$ cat config.mk
export PLATFORM = sky130hd
export DESIGN_NAME = mbrc_frame_check
export DESIGN_NICKNAME = d
export VERILOG_FILES = /design/src/hdl/mbrc_pkg.sv /design/src/hdl/mbrc_crc16_byte.sv /design/src/hdl/mbrc_frame_check.sv
export SDC_FILE = /design/constraint.sdc
export NUM_CORES = 1
export LEC_CHECK = 0
export BUFFER_PORTS_ARGS = -buffer_cell sky130_fd_sc_hd__buf_2
export CAP_MARGIN = 10
export CORE_MARGIN = 5
export CORE_UTILIZATION = 55
export DETAILED_ROUTE_END_ITERATION = 16
export PLACE_DENSITY_LB_ADDON = 0.3
export SYNTH_ARGS = -nofsm -noshare
export SYNTH_HDL_FRONTEND = slang
export SYNTH_SLANG_ARGS = --single-unit
$ cat constraint.sdc
create_clock -name clk_i -period 10.6 [get_ports clk_i]
set_input_delay 2.12 -clock clk_i [delete_from_list [all_inputs] [get_ports clk_i]]
set_output_delay 2.12 -clock clk_i [all_outputs]
set_load 0.1 [all_outputs]
$ cat src/hdl/mbrc_pkg.sv
// ----------------------------------------------------------------------------
// Modbus RTU response checker package
// Shared constants, status codes and the per-byte result type.
// ----------------------------------------------------------------------------
package mbrc_pkg;

  // Longest frame that the byte position counter tracks before it saturates.
  localparam int unsigned MaxFrameLen = 511;
  localparam int unsigned PosW        = $clog2(MaxFrameLen + 1);
  // Frame length is one more than the last position, so it needs one more bit.
  localparam int unsigned LenW        = PosW + 1;

  localparam logic [15:0] CrcSeed = 16'hFFFF;
  localparam logic [15:0] CrcPoly = 16'hA001;

  localparam logic [7:0] FuncReadHolding = 8'h03;
  localparam logic [7:0] FuncWriteSingle = 8'h06;
  localparam int unsigned FuncExceptionBit = 7;

  // Byte positions of the header fields.
  localparam logic [PosW-1:0] PosAddress  = PosW'(0);
  localparam logic [PosW-1:0] PosFunction = PosW'(1);
  localparam logic [PosW-1:0] PosCount    = PosW'(2);
  localparam logic [PosW-1:0] PosData     = PosW'(3);

  // Frame length limits.
  localparam logic [LenW-1:0] MinFrameLen     = LenW'(4);
  localparam logic [LenW-1:0] MinExceptionLen = LenW'(5);
  localparam logic [LenW-1:0] ReadOverhead    = LenW'(5);
  localparam logic [LenW-1:0] WriteSingleLen  = LenW'(8);

  localparam logic [7:0] ExpectedAddressReset = 8'h01;

  typedef enum logic [2:0] {
    StatusOk          = 3'd0,
    StatusShort       = 3'd1,
    StatusAddress     = 3'd2,
    StatusException   = 3'd3,
    StatusLength      = 3'd4,
    StatusUnsupported = 3'd5,
    StatusCrc         = 3'd6
  } frame_status_e;

  typedef struct packed {
    logic          payload_valid;
    logic [7:0]    payload_byte;
    logic          frame_done;
    frame_status_e frame_status;
    logic [7:0]    exception_code;
    logic [7:0]    function_seen;
  } result_t;

endpackage

$ cat src/hdl/mbrc_crc16_byte.sv
// ----------------------------------------------------------------------------
// Byte-wide CRC-16 update
// Folds one byte into a reflected Modbus CRC-16, all eight bit steps unrolled.
// ----------------------------------------------------------------------------
module mbrc_crc16_byte (
  input  logic [15:0] crc_i,
  input  logic [7:0]  byte_i,
  output logic [15:0] crc_o
);
  import mbrc_pkg::*;

  always_comb begin
    logic [15:0] acc;
    acc = crc_i ^ {8'h00, byte_i};
    for (int k = 0; k < 8; k++) begin
      if (acc[0]) begin
        acc = (acc >> 1) ^ CrcPoly;
      end else begin
        acc = acc >> 1;
      end
    end
    crc_o = acc;
  end

endmodule

$ cat src/hdl/mbrc_frame_check.sv
// ----------------------------------------------------------------------------
// Frame state and checks
// Holds the per-frame state and computes the result for the current byte.
// ----------------------------------------------------------------------------
module mbrc_frame_check (
  input  logic             clk_i,
  input  logic             rst_ni,
  input  logic             advance_i,
  input  logic [7:0]       rx_byte_i,
  input  logic             last_byte_i,
  input  logic [7:0]       expected_address_i,
  output mbrc_pkg::result_t result_o
);
  import mbrc_pkg::*;

  logic [PosW-1:0] pos_q,  pos_d;
  logic [15:0]     crc_q,  crc_d;
  logic [7:0]      addr_q, addr_d;
  logic [7:0]      func_q, func_d;
  logic [7:0]      cnt_q,  cnt_d;

  logic [LenW-1:0] rx_len;
  logic [LenW-1:0] data_end;
  logic            in_data;

  mbrc_crc16_byte u_crc (
    .crc_i  (crc_q),
    .byte_i (rx_byte_i),
    .crc_o  (crc_d)
  );

  assign addr_d = (pos_q == PosAddress)  ? rx_byte_i : addr_q;
  assign func_d = (pos_q == PosFunction) ? rx_byte_i : func_q;
  assign cnt_d  = (pos_q == PosCount)    ? rx_byte_i : cnt_q;

  // The position holds at its limit; the CRC keeps running.
  assign pos_d  = (pos_q != PosW'(MaxFrameLen)) ? pos_q + PosW'(1) : pos_q;

  assign rx_len    = LenW'(pos_q) + LenW'(1);
  assign data_end  = LenW'(PosData) + LenW'(cnt_d);
  assign in_data   = (pos_q >= PosData) && (LenW'(pos_q) < data_end);

  always_comb begin
    frame_status_e status;
    logic [7:0]    exc;
    status = StatusOk;
    exc    = 8'h00;
    if (last_byte_i) begin
      if (rx_len < MinFrameLen) begin
        status = StatusShort;
      end else if (addr_d != expected_address_i) begin
        status = StatusAddress;
      end else if (func_d[FuncExceptionBit]) begin
        if (rx_len < MinExceptionLen) begin
          status = StatusShort;
        end else begin
          status = StatusException;
          exc    = cnt_d;
        end
      end else if ((func_d == FuncReadHolding) &&
                   (rx_len != ReadOverhead + LenW'(cnt_d))) begin
        status = StatusLength;
      end else if ((func_d == FuncWriteSingle) && (rx_len != WriteSingleLen)) begin
        status = StatusLength;
      end else if ((func_d != FuncReadHolding) && (func_d != FuncWriteSingle)) begin
        status = StatusUnsupported;
      end else if (crc_d != 16'h0000) begin
        // A good frame leaves a zero residue once its own CRC is folded in.
        status = StatusCrc;
      end
    end
    result_o.payload_valid  = (func_d == FuncReadHolding) && in_data;
    result_o.payload_byte   = result_o.payload_valid ? rx_byte_i : 8'h00;
    result_o.frame_done     = last_byte_i;
    result_o.frame_status   = status;
    result_o.exception_code = exc;
    result_o.function_seen  = func_d;
  end

  always_ff @(posedge clk_i or negedge rst_ni) begin
    if (!rst_ni) begin
      pos_q  <= '0;
      crc_q  <= CrcSeed;
      addr_q <= '0;
      func_q <= '0;
      cnt_q  <= '0;
    end else if (advance_i) begin
      if (last_byte_i) begin
        pos_q  <= '0;
        crc_q  <= CrcSeed;
        addr_q <= '0;
        func_q <= '0;
        cnt_q  <= '0;
      end else begin
        pos_q  <= pos_d;
        crc_q  <= crc_d;
        addr_q <= addr_d;
        func_q <= func_d;
        cnt_q  <= cnt_d;
      end
    end
  end

endmodule

== After elaboration in Yosys (flattened, before gate mapping) ==
Cells that the tools add are included.
Word-level totals
  register bits: 49
  word-level logic and storage cells: 73
  output and inout bits: 29
Operators by class
  equal/unequal tests: 10
  $add $sub $neg: 4
  reduce and logical (&&, ||, !) cells: 9
  multiplexer cells: 32
  bitwise operators: 9
  order comparisons: 4
Operator list (number)
  $mux W16: 9
  $mux W8: 12
  $mux W3: 8
  $not A2 Y3: 8
  $lt A10 B3 Y1 const B: 2
  $mux W9: 2
  $reduce_bool A16 Y1: 1
  $xor A16 B8 Y16: 1
  $add A9 B1 Y10 const B: 1
  $ne A10 B4 Y1 const B: 1
  $ne A10 B9 Y1: 1
  $add A2 B8 Y9 const A: 1
  $add A3 B8 Y9 const A: 1
  $add A9 B1 Y9 const B: 1
  $eq A9 B1 Y1 const B: 1
  $eq A9 B2 Y1 const B: 1
  $ge A9 B2 Y1 const B: 1
  $logic_not A9 Y1: 1
  $lt A9 B9 Y1: 1
  $ne A9 B9 Y1 const B: 1
  $eq A8 B2 Y1 const B: 1
  $eq A8 B3 Y1 const B: 1
  $ne A8 B2 Y1 const B: 1
  $ne A8 B3 Y1 const B: 1
  5 further kinds: 9

== Logic depth before layout (Yosys ltp) ==
Gate-level depths: netlist of the first run.
  depth in word-level cells: 26
  gate-level depth with buffers: 16
  depth with buffers taken out: 15

== By module ==
A second synthesis of the first run with hierarchy kept.
Second synthesis, totals
  cell total of the unflattened synthesis: 488
  area, all modules: 4194.0 um2
By module, submodules not included
  mbrc_frame_check: cells each 459, times used 1, sequential area each 1246.2 um2, area an instance 3910.0 um2
  mbrc_crc16_byte: cells each 29, times used 1, sequential area each 0.0 um2, area an instance 284.0 um2

== Least setup slack after synthesis of the first run ==
OpenSTA, ideal clock, no wires.
  path kind: input -> output
  from: input rx_byte_i[0]
  to: output result_o[20] (netlist bit)
  stages on the path: 13
  data required time: 8.480 ns
  arrival: 6.509 ns
  path slack: 1.971 ns
  path buffers: 1
  cells stage by stage: clkbuf_1 mux2i_1 inv_1 ha_1 ha_1 nor2b_1 o21a_1 o21a_1 o21a_1 o21a_1 o21ai_0 a21oi_1 nor3b_1
RTL lines
  from (decl): RTL line mbrc_frame_check.sv:9  | input logic [7:0] rx_byte_i,
  to (decl): RTL line mbrc_frame_check.sv:12  | output mbrc_pkg::result_t result_o

==> flow_summary_export.csv, run 1 <==
group,metric,value,unit
critical_path,crit_cells,15,
logic_synthesis,synth_cells,425,
critical_path,path_class,"primary input to output port",
critical_path,worst-path-buf-inv,2,
cells_and_area,multi_input_area,2480,um^2
detailed_routing,wl_per_cell,19.5,um
detailed_routing,ant_nets,0,
grt,grt_util_all_layers,25.2,%
grt,grt_pass1_wl,17700,um
critical_path,path_delay_family,"XOR/XNOR gates",
clock_network,clockBufferDepth,2,
critical_path,crit_chain,"buf_2, xnor2_1, xor2_1, xor2_1, xnor2_1, xnor2_1, ha_1, xnor2_1, and4b_1, and4_1, nand4b_1, mux2i_1, nand4b_1, and3_1, buf_2",
critical_path,end_kind,"output port",
logic_synthesis,netlist.area_leader.share,21.1,%
floorplanning,die-area,8900,um^2
sta,rsz0062_at_grt,"no",
clock_network,htree_levels,2,
floorplanning,die_y,94.3,um
placed_design,place_inst,543,
logic_synthesis,ys_seq_elements,49,
critical_path,path_max_fanout,9,
critical_path,reg2reg_depth,8,
placed_design,placed_area,4150,um^2
logic_synthesis,ys_types,61,
sta,fmax,0.127,GHz
detailed_routing,drc,0,
clock_network,cts_buffers,5,
placed_design,port_buffers,48,
grt,overflow,0,
detailed_routing,vias,3440,
critical_path,cpMaxStageDelayCell,"ha_1",
detailed_routing,wl,10700,um
clock_network,cts_tree,"built",
logic_synthesis,ys_seq_area_share,31.9,%
floorplanning,rows,30,
logic_synthesis,synth_area_leader_cell,"dfrtp_1",
clock_network,path_clk_slew,90,ps
critical_path,rrSetupSlack,7990,ps
placed_design,dp_hpwl,7620,um
logic_synthesis,synthFlopType,"dfrtp_1",
placed_design,gp_congestion,0.949,
clock_network,clkLatencyLatePin,310,ps
power_and_ir_drop,ir_worst_vdd,176,uV
logic_synthesis,yosysMostFrequentCell,"nor2_1",
power_and_ir_drop,p_per_area,191,nW/um^2
clock_network,cts_root_buf,"clkbuf_8",
critical_path,crit_top_cell,"xnor2_1",
logic_synthesis,synthTopCellsByCount,"45 x nor2_1, 33 x dfrtp_1, 31 x xnor2_1",
critical_path,crit_path_start_kind,"primary input",
clock_network,cts_sinks,49,
clock_network,cts_resized,0,
cells_and_area,fin_cells,551,
placed_design,dp_slack,2810,ps
clock_network,cts_hold_buf,0,
critical_path,crit_path_max_incr_delay,400,ps
detailed_routing,drtIter0Drc,324,
floorplanning,die_x,94.3,um
cells_and_area,regArea,1250,um^2
clock_network,cts_setup_buffers,0,
logic_synthesis,synth_edf_count,0,
cells_and_area,fin_nets,490,
sta,hold_violations,0,
floorplanning,io_pins,49,
sta,min_period_over_period,74.2,%
grt,grt_pass1_vias,3399,
sta,fin_crit,7860,ps
min_path,hold_path_class,"flop to flop",
power_and_ir_drop,power.leakage,1.82,nW
cells_and_area,area_growth,9.02,%
sta,fin_skew,12.9,ps
power_and_ir_drop,power,814,uW
critical_path,crit_arrival,5740,ps
logic_synthesis,synth-async-reset-ratio,100,%
logic_synthesis,synth_area,3910,um^2
floorplanning,initial_core_util,57.0,%
cells_and_area,fin_area,4270,um^2
min_path,min_path_cells,2,
sta,maxSlewViolCount,0,
status,status,"finished clean",
cells_and_area,num_antenna_cells,0,
critical_path,required,8480,ps
sta,fin_ws,2740,ps
logic_synthesis,syn_avg_cell_area,9.21,um^2
sta,tns,0,ps
logic_synthesis,synth_nets,461,
floorplanning,core,6870,um^2
sta,worst_hold_slack,520,ps
sta,maxSlewHeadroom,25.2,%
detailed_routing,viasPerCell,6.24,
grt,grt_max_degree,50,
sta,tightest_slew,1120,ps
grt,antenna_found_initial,0,
cells_and_area,fin_util,62.1,%
logic_synthesis,netlist_top_cells_area,"dfrtp_1 21%, dfstp_2 11%, xnor2_1 6.9%, xor2_1 6.0%, ha_1 5.1%",
cells_and_area,drive_gt1_share,21.3,%
cells_and_area,nFillCells,597,
logic_synthesis,yosys_warnings,0,
flow_run,max_cap_viol_count,0,
detailed_routing,first_pass_iters,7,
sta,setup_violations,0,
[cell usage in the layout (no fill, tap or decap), types with 3 or more instances in the layout]
cell       Yosys  routed
clkbuf_8       0       5
o22a_1         3       3
inv_1         14      14
o21a_1         4       4
dfstp_2       16      16
nor2_1        45      45
nor4_1         5       5
o21ai_0       13      13
nand4_1        6       6
a22oi_1       10      10
a22o_1        11      11
dfrtp_1       33      33
buf_2          5      48
nand4b_1       6       6
and3_1         5       5
nand3b_1       3       3
a21oi_1       26      26
nand2_1       22      22
xnor2_1       31      31
o2bb2ai_1     16      16
mux2_2        10      10
nor3_1         8       8
xor2_1        27      27
mux2i_4        3       3
nor3b_1        9       9
mux2i_1       11      11
nand3_1        7       7
o32ai_1        3       3
ha_1          16      16
[worst reg2reg max path, delay by kind of cell (launching register included)]
kind | cells | cell delay (ps)
compound gates | 1 | 110
fa+ha+maj | 1 | 400
xor+xnor | 6 | 1450
flops | 1 | 550
[flip-flops by register name (all words and copies together) (netlist names)]
| register | count |
|---|---|
| func_q | 8 |
| crc_q | 16 |
| pos_q | 9 |
| cnt_q | 8 |
| addr_q | 8 |
[worst paths after layout]
check                        startpoint      endpoint
max                        rx_byte_i[1]  result_o[18]
min                           crc_q[13]     crc_q[13]
max reg2reg                    crc_q[0]      crc_q[0]
min reg2reg                   crc_q[13]     crc_q[13]
max in group asynchronous        rst_ni      pos_q[1]
min in group asynchronous        rst_ni     func_q[7]
[kinds of logic after synthesis]
kind of cell	share of synthesized area, %
AOI/OAI and AO/OA	19.3
xor gates and xnor gates	13.0
adders and majority gates	5.12
buffers and inverters	4.86
DFF	31.9
muxes	7.42
and+or+nand+nor	18.5
[layout make-up]
class / count / share of cell area (%)
multi-input combinational: 334 / 58.1
sequential: 49 / 29.2
timing repair buffer: 50 / 5.98
tap: 96 / 2.82
clock buffer: 5 / 1.61
inverter: 14 / 1.23
clock inverter: 3 / 1.09
[per-layer routing]
metal  global-route usage (%)  wire length (um)  up-vias
met2                     38.9              5000      154
li1                         -                 -     1593
met1                     34.8              4710     1668
met5                        0                 0        -
met3                     4.86               784       25
met4                     9.63               248        0
[where the power goes]
group	switching [mW]	internal, mW	total (mW)
logic	0.250	0.149	0.399
clock network	0.0669	0.0707	0.138
registers	0.0430	0.235	0.278
total	0.360	0.454	0.814
Note: power is estimated with default switching activity, not from simulation.
==> run 2: changes to the inputs <==
--- a/config.mk
+++ b/config.mk
@@ -5,6 +5,7 @@
 export SDC_FILE = /design/constraint.sdc
 export NUM_CORES = 1
 export LEC_CHECK = 0
+export ABC_AREA = 1
 export BUFFER_PORTS_ARGS = -buffer_cell sky130_fd_sc_hd__buf_2
 export CAP_MARGIN = 10
 export CORE_MARGIN = 5
==> constraint.sdc (replaced) <==
create_clock -name clk_i -period 8 [get_ports clk_i]
set_input_delay 1.6 -clock clk_i [delete_from_list [all_inputs] [get_ports clk_i]]
set_output_delay 1.6 -clock clk_i [all_outputs]
set_load 0.1 [all_outputs]
==> run 2 against run 1 <==
Against the previous run:
- core utilization is 0.20 points lower
- wire length shrank 1.1%
- via count up 6.7%
- cell count increased by 17%
- sequential cell count unchanged
- worst setup slack lost 850 ps
- sequential power up 19%
- sequential share of layout area up 0.75 points
- critical path type unchanged
==> flow_summary_export.csv, run 2 <==
group,metric,value,unit
sta,hold_violations,0,
min_path,hold_end,"func_q[6]",
logic_synthesis,ys_seq_area_share,33.0,%
sta,fin_skew,16.1,ps
clock_network,cts_sinks,49,
logic_synthesis,ys_types,37,
logic_synthesis,synthFlopType,"dfrtp_1",
detailed_routing,viasPerCell,5.70,
cells_and_area,layout_common_cells,"130 x nand2_1, 68 x inv_1, 48 x buf_2",
clock_network,cts_resized,0,
grt,grt_pass1_vias,3479,
sta,setup_violations,0,
sta,fin_crit,6110,ps
detailed_routing,wl,10600,um
critical_path,r2r-end,"crc_q[13]",
cells_and_area,regArea,1250,um^2
clock_network,cts_buffers,5,
critical_path,rrSetupSlack,5370,ps
critical_path,crit_arrival,4510,ps
cells_and_area,fin_area,4160,um^2
logic_synthesis,synth-async-reset-ratio,100,%
critical_path,end_kind,"output port",
cells_and_area,area_growth,10.2,%
critical_path,required,6400,ps
logic_synthesis,ys_seq_elements,49,
sta,min_period_over_period,76.4,%
detailed_routing,wl_per_cell,16.5,um
cells_and_area,nFillCells,614,
floorplanning,initial_core_util,56.2,%
grt,grt_max_degree,50,
power_and_ir_drop,ir_worst_vdd,199,uV
cells_and_area,multi_input_area,2160,um^2
critical_path,path_max_fanout,4,
logic_synthesis,synth_nets,555,
logic_synthesis,synth_area,3770,um^2
critical_path,crit_chain,"buf_2, xor2_1, xnor2_1, or2_2, nand3b_1, nand2_1, xnor2_1, inv_1, ha_1, xnor2_1, nand3_1, nor3_1, nand3_1, nor2_1, nor2_1, nand2_1, a21oi_1, buf_2",
cells_and_area,final_common_cell,"nand2_1",
clock_network,clockBufferDepth,2,
sta,fin_ws,1890,ps
min_path,min_path_cells,2,
clock_network,cts_hold_buf,0,
floorplanning,die_x,92.8,um
critical_path,cpMaxStageDelayCell,"buf_2",
cells_and_area,num_antenna_cells,0,
logic_synthesis,synth_cells,519,
logic_synthesis,synth_area_leader_cell,"dfrtp_1",
grt,grt_pass1_wl,17200,um
logic_synthesis,yosysMostFrequentCell,"nand2_1",
placed_design,gp_congestion,0.976,
min_path,hold_path_class,"flop to flop",
floorplanning,io_pins,49,
grt,grt_util_all_layers,25.3,%
clock_network,cts_root_buf,"clkbuf_8",
critical_path,reg2reg_depth,13,
detailed_routing,first_pass_iters,5,
clock_network,cts_tree,"built",
power_and_ir_drop,p_per_area,240,nW/um^2
flow_run,max_cap_viol_count,0,
logic_synthesis,synthTopCellsByCount,"130 x nand2_1, 68 x inv_1, 37 x nand3_1",
detailed_routing,vias,3672,
sta,maxSlewViolCount,0,
clock_network,path_clk_slew,110,ps
critical_path,path_class,"primary input to output port",
cells_and_area,fin_nets,599,
clock_network,cts_setup_buffers,0,
status,status,"finished clean",
placed_design,place_inst,636,
cells_and_area,fin_cells,644,
clock_network,htree_levels,2,
grt,overflow,0,
floorplanning,core,6720,um^2
critical_path,worstReg2RegStart,"crc_q[4]",
logic_synthesis,yosys_warnings,0,
logic_synthesis,netlist_top_cells_area,"dfrtp_1 22%, nand2_1 13%, dfstp_2 11%, inv_1 6.8%, ha_1 5.3%",
cells_and_area,drive_gt1_share,19.3,%
sta,tightest_slew,1050,ps
logic_synthesis,synth_edf_count,0,
placed_design,dp_slack,1880,ps
sta,tns,0,ps
power_and_ir_drop,power,996,uW
placed_design,dp_hpwl,8120,um
sta,fmax,0.164,GHz
cells_and_area,reg_top3,"crc_q: 16 flops, pos_q: 9 flops",
clock_network,clkLatencyLatePin,320,ps
floorplanning,die_y,92.8,um
power_and_ir_drop,power.leakage,2.06,nW
cells_and_area,largest_reg_flops,16,
cells_and_area,regMostFlops,"crc_q",
critical_path,crit_path_max_incr_delay,450,ps
detailed_routing,drc,0,
placed_design,port_buffers,48,
grt,antenna_found_initial,0,
min_path,hp-start,"func_q[6]",
critical_path,crit_path_start_kind,"primary input",
sta,maxSlewHeadroom,29.9,%
floorplanning,rows,30,
critical_path,crit_top_cell,"xnor2_1",
placed_design,placed_area,4050,um^2
floorplanning,die-area,8620,um^2
logic_synthesis,syn_avg_cell_area,7.27,um^2
detailed_routing,ant_nets,0,
sta,rsz0062_at_grt,"no",
logic_synthesis,netlist.area_leader.share,21.9,%
detailed_routing,drtIter0Drc,430,
[run 2: cell families (layout without fill, tap and decap cells)]
kind of cell	count (synthesis)	count (layout)	synth area share, %
adder cells (fa/ha/maj)	16	16	5.30
AO/OA/AOI/OAI	87	87	13.2
AND/OR/NAND/NOR	249	249	32.0
flip-flops	49	49	33.0
buffers and inverters	89	134	9.68
XOR/XNOR	29	29	6.73
[run 2: worst max-delay path by stage]
stage / startpoint / to / slack [ps] / depth (start not counted)
detailed placement: rx_byte_i[4] / result_o[17] / 1880 / 18
global placement: rx_byte_i[4] / result_o[17] / 1960 / 18
floorplan: rx_byte_i[7] / result_o[10] / -160 / 6
CTS: rx_byte_i[4] / result_o[17] / 1880 / 18
finish: rx_byte_i[4] / result_o[17] / 1890 / 18
global route: rx_byte_i[4] / result_o[17] / 1580 / 18
[run 2: per-stage QoR]
stage	util (%)	hold WS (ps)
floorplan	-	453
global placement	60.2	471
detailed placement	60.2	479
CTS	61.9	504
global route	61.9	528
finish	61.9	501
[run 2: final cells by class]
class                   instances  area share (%)
clock inverters                 3            1.05
clock buffers                   5            1.65
repair buffers                 49            5.96
multi-input cells             381            52.0
well taps                      80            2.41
flip-flops and latches         49            30.0
inverters                      77            6.98
[run 2: power by group]
part	leakage, nW	switching, mW	total [mW]	internal (mW)
Sequential	0.617	0.0274	0.332	0.304
Combinational	1.38	0.329	0.475	0.146
Clock	0.0585	0.0952	0.189	0.0940
Total	2.06	0.452	0.996	0.544
[run 2: metal layers]
metal,GRT usage (%),share of wire [%],wire [um]
met1,33.5,44,4650
met2,43.1,48,5110
met3,3.09,6.0,636
met4,7.45,2.0,215
met5,0,0,0
[run 2: critical path, delay by kind of cell]
family,cells,cell delay (ps)
AOI/OAI and AO/OA,1,140
xor gates and xnor gates,4,790
adders and majority gates,1,330
buffers and inverters,3,680
and+or+nand+nor,9,960
